[src/sv/mmds_pkg.sv]
// Package for the 2x mipmap downsampler: shared constants, register
// indexes, control structs and the byte averaging function. No dependencies.
`timescale 1ns / 1ps

package mmds_pkg;

   localparam int CHAN_BITS      = 8;
   localparam int COUNT_BITS     = 13;
   localparam int LOG2_BITS      = 4;
   localparam int LOG2_LIMIT     = 12;
   localparam int CSR_INDEX_BITS = 2;
   localparam int CSR_DATA_BITS  = 4;

   localparam logic [CSR_INDEX_BITS-1:0] REG_SRC_WIDTH_LOG2  = 2'd0;
   localparam logic [CSR_INDEX_BITS-1:0] REG_SRC_HEIGHT_LOG2 = 2'd1;

   // Per-word control carried from the address stage to the averaging stage.
   typedef struct packed {
      logic use_v;   // average with the line store entry
      logic use_h;   // average with the held left half
      logic hold;    // keep this result as the left half
      logic emit;    // this word produces an output pixel
      logic last;    // final pixel of the new level
   } stage_ctrl_type;

   // Control fanned out to every channel lane.
   typedef struct packed {
      logic adv;
      logic clr;
      logic use_v;
      logic use_h;
      logic hold;
   } lane_ctrl_type;

   function automatic logic [CHAN_BITS-1:0] avg_byte(input logic [CHAN_BITS-1:0] p,
                                                     input logic [CHAN_BITS-1:0] q);
      logic [CHAN_BITS:0] sum;
      sum = {1'b0, p} + {1'b0, q};
      return sum[CHAN_BITS:1];
   endfunction

endpackage

[src/sv/mmds_lane.sv]
// One channel lane of the mipmap downsampler: vertical average, held left
// half and horizontal average for a single byte. Depends on mmds_pkg.
`timescale 1ns / 1ps

module mmds_lane (
   input  logic                           clock,
   input  logic                           reset,
   input  mmds_pkg::lane_ctrl_type        ctrl,
   input  logic [mmds_pkg::CHAN_BITS-1:0] upper,
   input  logic [mmds_pkg::CHAN_BITS-1:0] lower,
   output logic [mmds_pkg::CHAN_BITS-1:0] result
);

   logic [mmds_pkg::CHAN_BITS-1:0] half_ff;
   logic [mmds_pkg::CHAN_BITS-1:0] half_in;
   logic [mmds_pkg::CHAN_BITS-1:0] vert;

   assign vert   = ctrl.use_v ? mmds_pkg::avg_byte(upper, lower) : lower;
   assign result = ctrl.use_h ? mmds_pkg::avg_byte(half_ff, vert) : vert;

   always_comb begin
      half_in = half_ff;
      if (ctrl.clr) begin
         half_in = '0;
      end else if (ctrl.adv && ctrl.hold) begin
         half_in = vert;
      end
   end

   always_ff @(posedge clock) begin
      if (reset) begin
         half_ff <= '0;
      end else begin
         half_ff <= half_in;
      end
   end

endmodule

[config.mk]
export PLATFORM = sky130hd
export DESIGN_NAME = mmds_lane
export DESIGN_NICKNAME = d
export VERILOG_FILES = /design/src/sv/mmds_pkg.sv /design/src/sv/mmds_lane.sv
export SDC_FILE = /design/constraint.sdc
export NUM_CORES = 1
export LEC_CHECK = 0
export BUFFER_PORTS_ARGS = -buffer_cell sky130_fd_sc_hd__buf_4
export CAP_MARGIN = 10
export CORE_MARGIN = 8
export CORE_UTILIZATION = 53
export DETAILED_ROUTE_END_ITERATION = 12
export GPL_TIMING_DRIVEN = 0
export HOLD_SLACK_MARGIN = 0.02
export PLACE_DENSITY_LB_ADDON = 0.15
export SLEW_MARGIN = 0
export SYNTH_ARGS = -nofsm -noshare
export SYNTH_HDL_FRONTEND = slang
export SYNTH_SLANG_ARGS = --single-unit
[constraint.sdc]
create_clock -name clock -period 3.55 [get_ports clock]
set_input_delay 0.1775 -clock clock [delete_from_list [all_inputs] [get_ports clock]]
set_output_delay 0.1775 -clock clock [all_outputs]
set_load 0.03 [all_outputs]
Yosys cells after proc, flatten, opt, wreduce, memory -nomap -nowiden
Index checks and enable logic that the tools add are counted.

cells by class
  $add $sub $neg = 2
  multiply operators = 0
  divide/modulo/power cells = 0
  $lt $le $gt $ge = 0
  eq/ne operators = 0
  shift-type cells = 0
  mux-type cells = 2
  bitwise gates (word level) = 0
  reductions and logical operators = 2

operator list
  cell               count
  $add 8x8->9        2
  $mux 8             2
  $reduce_or 2->1    1
  $logic_and 1x1->1  1

word-level totals
  register bits = 8
  latch bits = 0
  memory bits (writable) = 0
  ROM bits = 0
  logic and storage cells = 7
  memories kept = 0

Longest topological paths before layout
Gate-level depths: netlist of the first run.

  depth in word-level cells = 4
  depth in mapped cells = 13
  gate-level depth less buffers = 13

Least setup slack after synthesis of the first run
OpenSTA, ideal clock, no wires.

  kind = input -> output
  from = input upper[2] (netlist name)
  to = output result[6] (netlist name)
  data arrival time = 2.777 ns
  required time = 3.372 ns
  slack = 0.596 ns
  stages = 10
  cells stage by stage = ha_1 > nand4_1 > a21boi_0 > mux2_2 > a21bo_2 > ha_1 > a21o_1 > a31o_1 > a2111o_1 > o2111ai_1

on the way
  cells in the longest elaborated chain, start to end = 4

ends and longest elaborated chain
  item               RTL line         source
  start, declared    mmds_lane.sv:9   input logic [mmds_pkg::CHAN_BITS-1:0] upper,
  $add 8x8->9        mmds_pkg.sv:38   sum = {1'b0, p} + {1'b0, q};
  $mux 8             mmds_lane.sv:18  assign vert = ctrl.use_v ? mmds_pkg::avg_byte(upper, lower) : lower;
  via vert, one bit  mmds_lane.sv:16  logic [mmds_pkg::CHAN_BITS-1:0] vert;
  $add 8x8->9        mmds_pkg.sv:38
  $mux 8             mmds_lane.sv:19  assign result = ctrl.use_h ? mmds_pkg::avg_byte(half_ff, vert) : vert;
  end, declared      mmds_lane.sv:11  output logic [mmds_pkg::CHAN_BITS-1:0] result

The timed path passes the listed nets, and every way through them passes these cells.

Final worst setup path of the first run
  from = input lower[2] (netlist name)
  to = output result[6] (netlist name)

on the way
  cells in the longest elaborated chain, start to end = 4

ends and longest elaborated chain
  item               RTL line         source
  start, declared    mmds_lane.sv:10  input logic [mmds_pkg::CHAN_BITS-1:0] lower,
  $add 8x8->9        mmds_pkg.sv:38
  $mux 8             mmds_lane.sv:18
  via vert, one bit  mmds_lane.sv:16
  $add 8x8->9        mmds_pkg.sv:38
  $mux 8             mmds_lane.sv:19

The timed path passes the listed nets, and every way through them passes these cells.

==> results.cfg, run 1 <==
[logic_synthesis]
ys_ff_latch = 8
syn_area_per_cell_sq_um = 7.60
synth.area.top_cells = ha_1 (16%), dfxtp_1 (14%), o21ai_0 (6.8%), mux2i_1 (6.0%), nand2_1 (4.8%)
synthCells = 154
synth_edf_count = 0
synth_top_area_share_pct = 16.0
syn-num-nets = 194
ys_dominant_reg_cell = dfxtp_1
yosysTopAreaCell = ha_1
synth_area_sq_um = 1170
ys_types = 44
synth_seq_area_share_pct = 13.7
async_reset_ff_share_pct = 0
yosys_warnings = 0

[clock_tree]
htree_num_levels = 1
cts-buffers-inserted = 3
clock-sinks = 8
cts_hold_buf = 0
post_cts_buffers = 0
clockRootBuffer = clkbuf_4
clockBufferDepth = 2
clk-insertion-delay-late_ns = 0.24
clkTransAtPathRegs_ns = 0.05
cts_tree = yes
cts_resized = 0

[cells_and_area]
area_growth_pct = 23.5
reg_top3 = half_ff x8
largest_reg_flops = 8
drive_gt1_share_pct = 22.0
layout_common_cells = buf_4 (29), o21ai_0 (16), nand2_1 (15), ha_1 (15), nor2_1 (11)
fin_cells = 214
final_common_cell = buf_4
diodes = 0
top_register = half_ff
layout.nets = 228

[flow_run]
maxCapViolations = 0

[critical_path]
worst-setup-path-type = in -> out
r2r-start = half_ff[1]
regToRegSetupSlack_ns = 2.59
crit_arrival_ns = 3.10
worstPathMaxFanout = 4
start_kind = input pin
critical_path_required_ns = 3.37
r2r_end = half_ff[1]
endpoint_kind = primary output
reg2reg_depth = 2

[min_path]
holdPathStages = 2
min-delay-start = ctrl[3]
hold_end = half_ff[3]
worstHoldPathType = in -> reg

[route]
vias = 1198
finalWirelength_um = 2780
viasPerCell = 5.60
drt_iter0_markers = 39
drc = 0
antenna_left = 0
routedWlPerCell_um = 13.0
firstDrtPassIters = 4

[pwr]
powerDensity_nw_per_um2 = 283
p_leak_nw = 0.700
irDropWorstVdd_v = 0.000137

[global_routing]
grt_max_degree = 11
grt_pass1_wl_um = 4770
grt_pass1_vias = 1134
antenna_found_initial = 0
grt.overflow.total = 0
gr-usage-all-layers_pct = 13.8

[placement]
placed_cells = 211
gp_congestion = 0.806
dp_hpwl_um = 2350
port_buffers = 29

[sta]
period_share_pct = 92.4
holdWs_ns = 0.123
finalSetupTns_ns = 0
rsz0062_at_grt = false
post-route-min-period_ns = 3.28
maxSlewHeadroom_pct = 68.9
finalMaxSlewViolations = 0
max_slew.worst_pin.slew_ns = 0.464
fmax_mhz = 305
setup_viol = 0
hold_viol = 0
finClkSkew_ns = 0

[outcome]
status = completed

[floorplan]
die_h_um = 63.0
dieArea_sq_um = 3970
rows = 17
start_util_pct = 54.5
die_w_um = 63.0
design.core.area_sq_um = 2150
io-pin-count = 31
[worst max-delay path: stages]
cell	delay, ns
buf_4	0.11
ha_1	0.34
nand4_1	0.15
a21boi_0	0.24
mux2_2	0.38
a21bo_2	0.24
ha_1	0.32
a21o_1	0.16
a31o_1	0.23
a2111o_1	0.42
o2111ai_1	0.12
buf_4	0.20
[synthesized netlist by cell type (all sizes together), types with 3 or more instances]
cell and n:
a21oi 11, a31oi 3, and2 4, clkbuf 3
dfxtp 8, ha 15, inv 9, mux2i 7
nand2 15, nand2b 3, nand3 4, nand4 3
nor2 12, nor2b 4, o21ai 16, xnor2 4
xor2 3
[logic make-up after synthesis]
kind of cell	after synthesis	synth area share, %
AND/OR/NAND/NOR	50	20.8
AO/OA/AOI/OAI	49	27.8
adder cells (fa/ha/maj)	17	19.4
buffers and inverters	14	5.13
multiplexers	9	7.91
flip-flops	8	13.7
XOR/XNOR	7	5.24
[cell type report]
class	instances	area, sq um
buffer	5	26.3
clock buffer	3	22.5
fill	193	702
inverter	9	33.8
multi-input combinational	132	951
sequential	8	160
tap	28	35.0
timing repair buffer	29	218
[power by group]
group / internal [mW] / switching (mW) / total, mW
clock: 0.0384 / 0.0266 / 0.0650
combinational: 0.108 / 0.140 / 0.249
sequential: 0.0932 / 0.00215 / 0.0953
total: 0.240 / 0.169 / 0.409
[worst max-delay path by stage]
| stage | from | to | depth (start not counted) |
|---|---|---|---|
| floorplan | upper[2] | result[6] | 10 |
| global placement | lower[2] | result[6] | 12 |
| detailed placement | lower[2] | result[6] | 12 |
| CTS | lower[2] | result[6] | 12 |
| global route | lower[2] | result[6] | 12 |
| finish | lower[2] | result[6] | 12 |
[layer usage]
metal / track usage (%) / wire, um / up-vias
met3: 1.97 / 91 / 2
li1: - / - / 627
met4: 5.13 / 16 / 0
met2: 24.1 / 1400 / 22
met1: 16.6 / 1270 / 547
met5: 0 / 0 / -
[stage by stage]
stage                     util [%]  area (sq um)  power [mW]  worst slack [ns]
after floorplan                  -          1170       0.270             0.596
after global placement        66.3          1420       0.338             0.347
after detailed placement      66.3          1420       0.345             0.330
after CTS                     67.3          1450       0.412             0.310
after global routing          67.3          1450       0.440            0.0973
final                         67.3          1450       0.409             0.270
Power figures use the tool's default switching activity.
==> run 2, diff against run 1 <==
- CELL_PAD_IN_SITES_DETAIL_PLACEMENT: unset -> 0
- CELL_PAD_IN_SITES_GLOBAL_PLACEMENT: unset -> 1
- CORE_UTILIZATION: 53 -> 38
==> run 2 against run 1 <==
Die area is 29% higher. Setup slack better by 0.054 ns. Wire length increased by 6.1%. Clock power grew 7.8%. Sequential power about the same. Flip-flop and latch count stayed put. Final cell count grew 2.3%. Global-route usage is 1.6 points lower. Combinational power about the same.
==> results.cfg, run 2 (synthesis gave the netlist of run 1 again) <==
[sta]
post-route-min-period_ns = 3.23
worst_slack_ns = 0.325
setup_viol = 0
hold_viol = 0
maxSlewHeadroom_pct = 68.9
max_slew.worst_pin.slew_ns = 0.467
finalSetupTns_ns = 0
finClkSkew_ns = 0
fmax_mhz = 310
rsz0062_at_grt = false
period_share_pct = 90.9
finalMaxSlewViolations = 0

[floorplan]
start_util_pct = 39.0
die_w_um = 71.5
design.core.area_sq_um = 3000
dieArea_sq_um = 5110
rows = 20
die_h_um = 71.5
io-pin-count = 31

[clock_tree]
htree_num_levels = 1
post_cts_buffers = 0
cts_resized = 0
clk-insertion-delay-late_ns = 0.25
cts-buffers-inserted = 3
clockRootBuffer = clkbuf_4
clkTransAtPathRegs_ns = 0.05
clockBufferDepth = 2
cts_tree = yes
clock-sinks = 8
cts_hold_buf = 0

[critical_path]
critPathLaunch = lower[2]
start_kind = input pin
critical_path_required_ns = 3.37
r2r-start = half_ff[1]
crit_arrival_ns = 3.05
worstPathMaxFanout = 4
worst-setup-path-type = in -> out
endpoint_kind = primary output

[cells_and_area]
area_growth_pct = 24.0
layout.nets = 228
final_common_cell = buf_4
reg_top3 = half_ff x8
diodes = 0
largest_reg_flops = 8
drive_gt1_share_pct = 22.0
fin_area_sq_um = 1450
top_register = half_ff
layout_common_cells = buf_4 (29), o21ai_0 (16), nand2_1 (15), ha_1 (15), nor2_1 (11)
final_util_pct = 48.4

[route]
vias = 1195
viasPerCell = 5.46
firstDrtPassIters = 6
routedWlPerCell_um = 13.5
finalWirelength_um = 2950
antenna_left = 0
drt_iter0_markers = 48
drc = 0

[global_routing]
grt.overflow.total = 0
gr-usage-all-layers_pct = 12.2
grt_max_degree = 11
grt_pass1_vias = 1256
grt_pass1_wl_um = 5290
antenna_found_initial = 0

[placement]
gp_congestion = 0.741
port_buffers = 29
placed_cell_area_sq_um = 1430
dp_hpwl_um = 2500
pre_cts_ws_ns = 0.326

[min_path]
worstHoldPathType = in -> reg
min-delay-start = ctrl[3]

[outcome]
status = completed

[pwr]
powerDensity_nw_per_um2 = 285
p_leak_nw = 0.700
irDropWorstVdd_v = 0.000186

[flow_run]
maxCapViolations = 0
## run 2: cell counts in the layout (fill, tap and decap cells not counted)
No cell type changed its count.
## run 2: final timing paths
kind                                    to  slack [ns]  depth (start not counted)
worst min register to register  half_ff[7]        0.51                          1
worst min-delay path            half_ff[3]        0.11                          2
worst max-delay path             result[6]        0.32                         12
worst max register to register  half_ff[1]        2.59                          2
## run 2: power by group
| part | total (mW) | internal (mW) | switching [mW] |
|---|---|---|---|
| Combinational | 0.248 | 0.109 | 0.140 |
| Sequential | 0.0951 | 0.0930 | 0.00212 |
| Clock | 0.0701 | 0.0387 | 0.0313 |
| Total | 0.414 | 0.240 | 0.173 |
## run 2: metal layers
metal | global-route usage (%) | up-vias | share of wire (%)
met5 | 0 | - | 0
li1 | - | 627 | -
met2 | 21.8 | 33 | 48
met1 | 14.3 | 535 | 46
met3 | 4.18 | 0 | 5.3
met4 | 0.680 | 0 | 0
## run 2: through the flow
step | std cells | power (mW) | hold slack (ns)
after floorplan | 154 | 0.270 | 0.246
after global placement | 216 | 0.342 | 0.372
after detailed placement | 216 | 0.347 | 0.376
after CTS | 219 | 0.418 | 0.108
after global routing | 219 | 0.451 | 0.100
final | 219 | 0.414 | 0.114
## run 2: layout make-up
class	instances	area [sq um]
multi-input combinational	132	951
fill	320	1550
tap	33	41.3
clock buffer	3	22.5
inverter	9	33.8
buffer	5	26.3
sequential	8	160
timing repair buffer	29	218
## run 2: worst max-delay path, stage by stage
cell and delay [ns]:
buf_4 0.12, ha_1 0.35, nand4_1 0.16, a21boi_0 0.22, mux2_2 0.37, a21bo_2 0.24
ha_1 0.32, a21o_1 0.16, a31o_1 0.22, a2111o_1 0.41, o2111ai_1 0.10, buf_4 0.19
